## config.mk

```make
export PLATFORM = sky130hd
export DESIGN_NAME = observer_state_feedback_2x2
export DESIGN_NICKNAME = d
export VERILOG_FILES = /design/src/sv/osf2_pkg.sv /design/src/sv/observer_state_feedback_2x2.sv
export SDC_FILE = /design/constraint.sdc
export NUM_CORES = 2
export LEC_CHECK = 0
export BUFFER_PORTS_ARGS = -buffer_cell sky130_fd_sc_hd__buf_2
export CAP_MARGIN = 20
export CORE_MARGIN = 5
export CORE_UTILIZATION = 40
export CTS_CLUSTER_DIAMETER = 30
export DETAILED_ROUTE_END_ITERATION = 16
export PLACE_DENSITY_LB_ADDON = 0.3
export SYNTH_ARGS = -nofsm -noshare
export SYNTH_HDL_FRONTEND = slang
export SYNTH_SLANG_ARGS = --single-unit
```

## constraint.sdc

```tcl
create_clock -name aclk -period 10.6 [get_ports aclk]
set_input_delay 0.53 -clock aclk [delete_from_list [all_inputs] [get_ports aclk]]
set_output_delay 0.53 -clock aclk [all_outputs]
set_load 0.02 [all_outputs]
```

## src/sv/osf2_pkg.sv

```systemverilog
// ============================================================================
// osf2_pkg - shared types and constants for the 2x2 observer with feedback
// Fixed-point formats, register indexes and saturation helpers.
// ============================================================================
package osf2_pkg;

    localparam int DATA_W         = 32;   // Q16.16 data word
    localparam int FRAC_BITS      = 16;   // fraction bits of data and gains
    localparam int COEF_FRAC_BITS = 30;   // fraction bits of dt-scaled coefs
    localparam int STEP_W         = 31;   // step_time register width
    localparam int PROD_W         = 2 * DATA_W;
    localparam int ACC_W          = 50;   // holds any sum formed in one tick
    localparam int CFG_ADDR_W     = 3;

    localparam logic signed [PROD_W-1:0] ROUND_DATA = PROD_W'(1) <<< (FRAC_BITS - 1);
    localparam logic signed [PROD_W-1:0] ROUND_COEF = PROD_W'(1) <<< (COEF_FRAC_BITS - 1);

    localparam logic signed [ACC_W-1:0] DATA_MAX =
        ACC_W'((64'sd1 <<< (DATA_W - 1)) - 64'sd1);
    localparam logic signed [ACC_W-1:0] DATA_MIN = -DATA_MAX - ACC_W'(1);

    // Register reset values
    localparam logic [STEP_W-1:0]        RST_STEP_TIME   = STEP_W'(1073742);
    localparam logic signed [DATA_W-1:0] RST_STIFF       = -32'sd2684355;
    localparam logic signed [DATA_W-1:0] RST_DAMP        = -32'sd429497;
    localparam logic signed [DATA_W-1:0] RST_INPUT       = 32'sd536871;
    localparam logic signed [DATA_W-1:0] RST_OBS_POS     = 32'sd30494268;
    localparam logic signed [DATA_W-1:0] RST_OBS_VEL     = 32'sd259995845;
    localparam logic signed [DATA_W-1:0] RST_FB_POS      = 32'sd1769472;
    localparam logic signed [DATA_W-1:0] RST_FB_VEL      = 32'sd891290;

    typedef enum logic [CFG_ADDR_W-1:0] {
        REG_STEP_TIME   = 3'd0,
        REG_STIFF_DT    = 3'd1,
        REG_DAMP_DT     = 3'd2,
        REG_INPUT_DT    = 3'd3,
        REG_OBS_POS_DT  = 3'd4,
        REG_OBS_VEL_DT  = 3'd5,
        REG_FB_POS      = 3'd6,
        REG_FB_VEL      = 3'd7
    } cfg_reg_t;

    // Clamp a wide sum to the signed data range
    function automatic logic signed [DATA_W-1:0] sat_data(input logic signed [ACC_W-1:0] v);
        if (v > DATA_MAX) begin
            return DATA_MAX[DATA_W-1:0];
        end else if (v < DATA_MIN) begin
            return DATA_MIN[DATA_W-1:0];
        end
        return v[DATA_W-1:0];
    endfunction

    function automatic logic sat_hit(input logic signed [ACC_W-1:0] v);
        return (v > DATA_MAX) || (v < DATA_MIN);
    endfunction

endpackage

```

## src/sv/observer_state_feedback_2x2.sv

```systemverilog
// ============================================================================
// observer_state_feedback_2x2 - Luenberger observer with state feedback
// Second-order position/velocity estimator driving a saturated control effort.
// ============================================================================
// One input item is one control tick: measured and target position in Q16.16.
// The block returns one result item per tick: the drive
// u = -(fb_gain_pos*(est_pos-target) + fb_gain_vel*est_vel), the estimated
// position held before the tick, the innovation (measured minus estimated
// position) and a flag that is set when any sum hit the 32-bit limits. The
// estimate then takes one forward Euler step using the dt-scaled Q2.30
// coefficients. All eight products pass through one 32x32 signed multiplier
// under a small sequencer: it takes the item, forms the saturated position
// error and innovation, runs each of the eight products as a multiply step
// then a round-and-accumulate step, and posts the result once the output
// register is free; s_tready is low until the post. The next item is taken
// while the previous result still waits in the output register. Coefficients
// are written through the cfg_* port; the user must write them only while idle.
// ============================================================================
module observer_state_feedback_2x2
    import osf2_pkg::*;
(
    input  logic                  aclk,
    input  logic                  aresetn,
    // Configuration write port
    input  logic                  cfg_wr_en,
    input  logic [CFG_ADDR_W-1:0] cfg_addr,
    input  logic [DATA_W-1:0]     cfg_wdata,
    // Input item channel
    input  logic                  s_tvalid,
    output logic                  s_tready,
    input  logic [2*DATA_W-1:0]   s_tdata,   // measured_pos, target_pos
    // Result item channel
    output logic                  m_tvalid,
    input  logic                  m_tready,
    output logic [3*DATA_W-1:0]   m_tdata,   // drive, est_pos_out, innovation
    output logic                  m_tuser    // sat_flag
);

    typedef enum logic [2:0] {
        S_IDLE,
        S_PREP,
        S_MUL,
        S_ACC,
        S_DONE
    } state_t;

    // Product schedule: feedback pair, position update pair, velocity update four
    typedef enum logic [2:0] {
        OP_FB_POS,
        OP_FB_VEL,
        OP_NP_VEL,
        OP_NP_INNOV,
        OP_NV_POS,
        OP_NV_VEL,
        OP_NV_DRIVE,
        OP_NV_INNOV
    } op_t;

    state_t state_reg;
    op_t    op_reg;

    // Configuration registers
    logic [STEP_W-1:0]        step_time_reg;
    logic signed [DATA_W-1:0] stiff_reg, damp_reg, input_reg;
    logic signed [DATA_W-1:0] obs_pos_reg, obs_vel_reg, fb_pos_reg, fb_vel_reg;

    // Observer state
    logic signed [DATA_W-1:0] est_pos_reg, est_vel_reg;

    // Per-tick working registers
    logic signed [DATA_W-1:0] meas_reg, targ_reg;
    logic signed [DATA_W-1:0] err_reg, innov_reg, drive_reg, np_reg, nv_reg;
    logic signed [PROD_W-1:0] prod_reg;
    logic signed [ACC_W-1:0]  acc_reg;
    logic                     flag_reg;

    // Output register
    logic                     m_tvalid_reg;
    logic [3*DATA_W-1:0]      m_tdata_reg;
    logic                     m_tuser_reg;

    // Shared multiplier operands
    logic signed [DATA_W-1:0] mul_a, mul_b;
    logic signed [PROD_W-1:0] rnd_sum;
    logic signed [ACC_W-1:0]  term, acc_base, acc_next, neg_next;
    logic signed [ACC_W-1:0]  err_diff, innov_diff;

    always_comb begin
        case (op_reg)
            OP_FB_POS:   begin mul_a = fb_pos_reg;  mul_b = err_reg;     end
            OP_FB_VEL:   begin mul_a = fb_vel_reg;  mul_b = est_vel_reg; end
            OP_NP_VEL:   begin mul_a = signed'({1'b0, step_time_reg}); mul_b = est_vel_reg; end
            OP_NP_INNOV: begin mul_a = obs_pos_reg; mul_b = innov_reg;   end
            OP_NV_POS:   begin mul_a = stiff_reg;   mul_b = est_pos_reg; end
            OP_NV_VEL:   begin mul_a = damp_reg;    mul_b = est_vel_reg; end
            OP_NV_DRIVE: begin mul_a = input_reg;   mul_b = drive_reg;   end
            OP_NV_INNOV: begin mul_a = obs_vel_reg; mul_b = innov_reg;   end
            default:     begin mul_a = '0;          mul_b = '0;          end
        endcase
    end

    // Round half up, then floor-shift to the data format
    always_comb begin
        if (op_reg == OP_FB_POS || op_reg == OP_FB_VEL) begin
            rnd_sum = prod_reg + ROUND_DATA;
            term    = ACC_W'(signed'(rnd_sum[PROD_W-1:FRAC_BITS]));
        end else begin
            rnd_sum = prod_reg + ROUND_COEF;
            term    = ACC_W'(signed'(rnd_sum[PROD_W-1:COEF_FRAC_BITS]));
        end
    end

    // Each sum opens with its state term, or with zero for the feedback
    always_comb begin
        case (op_reg)
            OP_FB_POS: acc_base = '0;
            OP_NP_VEL: acc_base = ACC_W'(est_pos_reg);
            OP_NV_POS: acc_base = ACC_W'(est_vel_reg);
            default:   acc_base = acc_reg;
        endcase
        acc_next = acc_base + term;
        neg_next = -acc_next;
    end

    assign err_diff   = ACC_W'(est_pos_reg) - ACC_W'(targ_reg);
    assign innov_diff = ACC_W'(meas_reg) - ACC_W'(est_pos_reg);

    always_ff @(posedge aclk) begin
        if (!aresetn) begin
            state_reg     <= S_IDLE;
            op_reg        <= OP_FB_POS;
            m_tvalid_reg  <= 1'b0;
            flag_reg      <= 1'b0;
            est_pos_reg   <= '0;
            est_vel_reg   <= '0;
            step_time_reg <= RST_STEP_TIME;
            stiff_reg     <= RST_STIFF;
            damp_reg      <= RST_DAMP;
            input_reg     <= RST_INPUT;
            obs_pos_reg   <= RST_OBS_POS;
            obs_vel_reg   <= RST_OBS_VEL;
            fb_pos_reg    <= RST_FB_POS;
            fb_vel_reg    <= RST_FB_VEL;
        end else begin
            if (cfg_wr_en) begin
                case (cfg_reg_t'(cfg_addr))
                    REG_STEP_TIME:  step_time_reg <= cfg_wdata[STEP_W-1:0];
                    REG_STIFF_DT:   stiff_reg     <= cfg_wdata;
                    REG_DAMP_DT:    damp_reg      <= cfg_wdata;
                    REG_INPUT_DT:   input_reg     <= cfg_wdata;
                    REG_OBS_POS_DT: obs_pos_reg   <= cfg_wdata;
                    REG_OBS_VEL_DT: obs_vel_reg   <= cfg_wdata;
                    REG_FB_POS:     fb_pos_reg    <= cfg_wdata;
                    REG_FB_VEL:     fb_vel_reg    <= cfg_wdata;
                    default: ;
                endcase
            end

            // Post a new result from the final step, else drop the result
            // once the sink takes it
            if (state_reg == S_DONE && (!m_tvalid_reg || m_tready)) begin
                m_tvalid_reg <= 1'b1;
            end else if (m_tvalid_reg && m_tready) begin
                m_tvalid_reg <= 1'b0;
            end

            case (state_reg)
                S_IDLE: begin
                    if (s_tvalid) begin
                        meas_reg  <= s_tdata[DATA_W-1:0];
                        targ_reg  <= s_tdata[2*DATA_W-1:DATA_W];
                        state_reg <= S_PREP;
                    end
                end
                S_PREP: begin
                    // Saturate error and innovation before they are multiplied
                    err_reg   <= sat_data(err_diff);
                    innov_reg <= sat_data(innov_diff);
                    flag_reg  <= sat_hit(err_diff) || sat_hit(innov_diff);
                    op_reg    <= OP_FB_POS;
                    state_reg <= S_MUL;
                end
                S_MUL: begin
                    prod_reg  <= mul_a * mul_b;
                    state_reg <= S_ACC;
                end
                S_ACC: begin
                    acc_reg <= acc_next;
                    case (op_reg)
                        OP_FB_VEL: begin
                            drive_reg <= sat_data(neg_next);
                            if (sat_hit(neg_next)) flag_reg <= 1'b1;
                        end
                        OP_NP_INNOV: begin
                            np_reg <= sat_data(acc_next);
                            if (sat_hit(acc_next)) flag_reg <= 1'b1;
                        end
                        OP_NV_INNOV: begin
                            nv_reg <= sat_data(acc_next);
                            if (sat_hit(acc_next)) flag_reg <= 1'b1;
                        end
                        default: ;
                    endcase
                    if (op_reg == OP_NV_INNOV) begin
                        state_reg <= S_DONE;
                    end else begin
                        op_reg    <= op_t'(op_reg + 3'd1);
                        state_reg <= S_MUL;
                    end
                end
                S_DONE: begin
                    // Hold until the output register is free, then post and advance
                    if (!m_tvalid_reg || m_tready) begin
                        m_tdata_reg  <= {innov_reg, est_pos_reg, drive_reg};
                        m_tuser_reg  <= flag_reg;
                        est_pos_reg  <= np_reg;
                        est_vel_reg  <= nv_reg;
                        state_reg    <= S_IDLE;
                    end
                end
                default: state_reg <= S_IDLE;
            endcase
        end
    end

    assign s_tready = (state_reg == S_IDLE);
    assign m_tvalid = m_tvalid_reg;
    assign m_tdata  = m_tdata_reg;
    assign m_tuser  = m_tuser_reg;

    // ------------------------------------------------------------------------
    // Assertions
    // ------------------------------------------------------------------------
    a_accept_starts_tick: assert property (@(posedge aclk) disable iff (!aresetn)
        (s_tvalid && s_tready) |=> (state_reg == S_PREP))
        else $error("accepted item did not start a tick");

    a_prep_starts_schedule: assert property (@(posedge aclk) disable iff (!aresetn)
        (state_reg == S_PREP) |=> (state_reg == S_MUL && op_reg == OP_FB_POS))
        else $error("product schedule did not start at the first product");

    a_result_from_done: assert property (@(posedge aclk) disable iff (!aresetn)
        $rose(m_tvalid_reg) |-> $past(state_reg == S_DONE))
        else $error("result posted outside the final step");

    a_state_moves_at_post: assert property (@(posedge aclk) disable iff (!aresetn)
        ($past(aresetn) && (!$stable(est_pos_reg) || !$stable(est_vel_reg)))
            |-> ($past(state_reg == S_DONE) && m_tvalid_reg))
        else $error("estimate changed without a posted result");

endmodule
```

==> flow_metrics.py <==
metrics = {
    "detailed_routing": {
        "dr.pass1.iters": 7,
        "viasPerCell": 5.51,
        "first_iter_violations": 5756,
        "routed_wl_microns": 260000,
        "wl_per_cell_microns": 24.0,
        "vias": 59700,
        "drc": 0,
        "ant_nets": 0,
    },
    "logic_synthesis": {
        "synth.most_common_cell": "nand2_1",
        "yosysWarnings": 0,
        "yosysSeqAreaShare_pct": 26.0,
        "netlist.top_cell.by_area": "fa_1",
        "ys_ff_latch": 747,
        "synthFlopType": "edfxtp_1",
        "syn_area_per_cell_sq_um": 9.26,
        "synthCells": 7975,
        "synth_area_leaders": "fa_1 (29%), edfxtp_1 (17%), dfxtp_1 (8.9%), nand2_1 (7.2%), inv_1 (6.3%)",
        "synth_top_area_share_pct": 29.4,
        "synth_edf_count": 420,
        "synth_area_sq_um": 73800,
        "async_reset_ff_share_pct": 0,
        "synth_common_cells": "nand2_1 (1,409), inv_1 (1,232), fa_1 (1,084)",
        "syn_nets": 9467,
        "yosysUniqueCellTypes": 107,
    },
    "floorplan": {
        "fp.dieH_microns": 440,
        "dieArea_sq_um": 193000,
        "ios": 203,
        "start_util_pct": 40.3,
        "core_area_sq_um": 183000,
        "rows": 157,
        "die_w_microns": 440,
    },
    "sta": {
        "finalWorstSetupSlack_ns": 0.293,
        "hold_violations": 0,
        "rsz0062_at_grt": "no",
        "worst_hold_slack_ns": 0.0797,
        "min_period_over_period_pct": 97.2,
        "setup-tns-final_ns": 0,
        "skew_ns": 0.0454,
        "finalSetupViolations": 0,
        "relSlewSlack_pct": 24.6,
        "final_max_slew_viol_count": 0,
        "worstMarginPinSlew_ns": 1.13,
        "period_needed_ns": 10.31,
        "max_clock_freq_mhz": 97.0,
    },
    "clock_tree": {
        "cts_buffers": 143,
        "htree_levels": 4,
        "cts_root_buf": "clkbuf_16",
        "clock_latency_ns": 0.80,
        "cts_sinks": 747,
        "cts_tree": "done",
        "clock_path_buffers": 3,
        "path_clk_slew_ns": 0.06,
    },
    "placed_design": {
        "pre_cts_ws_ns": 0.266,
        "gp_congestion": 0.954,
        "io_buffers": 202,
        "place_inst": 10492,
        "post_dp_cell_area_sq_um": 79100,
        "hpwl_microns": 196000,
    },
    "setup_path": {
        "crit_fanout": 37,
        "cp_slowest_stage_delay_ns": 0.61,
        "path_common_cell": "fa_1",
        "cpMaxStageDelayCell": "fa_1",
        "cp.required_ns": 11.12,
        "start_kind": "flop",
        "critical_path_class": "reg2reg",
        "end_kind": "flop",
        "arrival_ns": 10.83,
    },
    "cells_and_area": {
        "layout.cells.non_filler": 10834,
        "post-route-util_pct": 46.3,
        "finalInstanceArea_sq_um": 84900,
        "syn2layout_area_growth_pct": 15.0,
        "final_nets": 9738,
        "layout-drive-gt1-share_pct": 12.0,
        "largest_reg_flops": 96,
    },
    "global_routing": {
        "antenna_found_initial": 2,
        "grt_usage_pct": 27.0,
        "overflow": 0,
        "grt_first_pass_wirelength_microns": 393000,
        "grt_max_degree": 116,
        "grt_pass1_vias": 61864,
    },
    "power_and_ir_drop": {
        "power.leakage_nw": 37.5,
        "max-vdd-ir-drop_v": 0.00106,
        "p_total_mw": 27.1,
        "power_density_nw_per_um2": 320,
    },
    "run": {
        "maxCapViolations": 0,
    },
    "min_path": {
        "hold_path.class": "in2reg",
    },
    "outcome": {
        "status": "finished clean",
    },
}
==> critical path, delay by kind of cell (launching register included) <==
kind            cells  cell delay, ns
flops               1            0.41
simple gates        4            1.19
buf+inv             7            1.58
fa+ha+maj          10            4.60
compound gates     11            2.10
xor+xnor            1            0.09
==> final cells by class <==
cell class | instances | area [sq um]
fill | 17169 | 98400
multi-input combinational | 5553 | 48500
sequential | 747 | 19200
inverter | 1234 | 4630
timing repair buffer | 567 | 4430
clock buffer | 164 | 3800
tap | 2464 | 3080
clock inverter | 102 | 1240
antenna | 3 | 7.51
==> power breakdown <==
| part | internal (mW) | switching (mW) |
|---|---|---|
| combinational | 7.31 | 11.0 |
| sequential | 3.98 | 0.192 |
| clock | 2.94 | 1.76 |
| total | 14.2 | 12.9 |
==> layer usage <==
| layer | vias to the layer above | part of all wire (%) | global-route usage [%] |
|---|---|---|---|
| met1 | 30246 | 40 | 35.5 |
| met4 | 0 | 4.5 | 11.3 |
| met2 | 2714 | 46 | 43.3 |
| li1 | 26200 | - | - |
| met5 | - | 0 | 0 |
| met3 | 540 | 8.9 | 5.83 |
==> cell families (layout without fill, tap and decap cells) <==
kind of cell    after synthesis  after routing  synth area share, %
compound gates             1121           1121                 10.9
flops                       747            747                 26.0
buf+inv                    1675           2067                 8.69
fa+ha+maj                  1399           1399                 34.7
xor+xnor                    236            236                 2.80
mux                          91             91                 1.38
other cells                   0              3                    0
simple gates               2706           2706                 15.6
==> worst paths after layout <==
kind              endpoint  cells past startpoint     startpoint  slack, ns
min reg2reg    m_tdata[22]                      0  drive_reg[22]       0.45
max           prod_reg[63]                     33      op_reg[0]       0.29
max reg2reg   prod_reg[63]                     33      op_reg[0]       0.29
min          fb_pos_reg[5]                      3   cfg_wdata[5]       0.08
==> cell usage in the layout, fill, tap and decap left out, drive strengths merged, types with 26 or more instances in the layout <==
cell type | Yosys | routed
nand2b | 26 | 26
inv | 1234 | 1258
a21oi | 158 | 158
nand2 | 1410 | 1410
mux2 | 84 | 84
dfxtp | 327 | 327
clkbuf | 408 | 165
dlygate4sd3 | 0 | 65
or3 | 26 | 26
a222oi | 92 | 92
nand4 | 67 | 67
ha | 304 | 304
nand3 | 187 | 187
o21ai | 254 | 254
nor3 | 64 | 64
nor2b | 32 | 32
nor2 | 716 | 716
fa | 1084 | 1084
and2 | 33 | 33
and3 | 42 | 42
a21boi | 224 | 224
xnor2 | 153 | 153
clkinv | 0 | 44
o21a | 98 | 98
edfxtp | 420 | 420
xor2 | 83 | 83
a21o | 74 | 74
buf | 33 | 501
nor4 | 28 | 28
==> timing repair <==
item | 4_1_cts | 5_1_grt
setup buffers | 0 | 7
hold endpoints to repair | 65 | 0
gates resized for setup | 0 | 17
hold buffers | 65 | 0
setup endpoints to repair | 0 | 13
No activity file was read; power rests on OpenSTA's default activity.
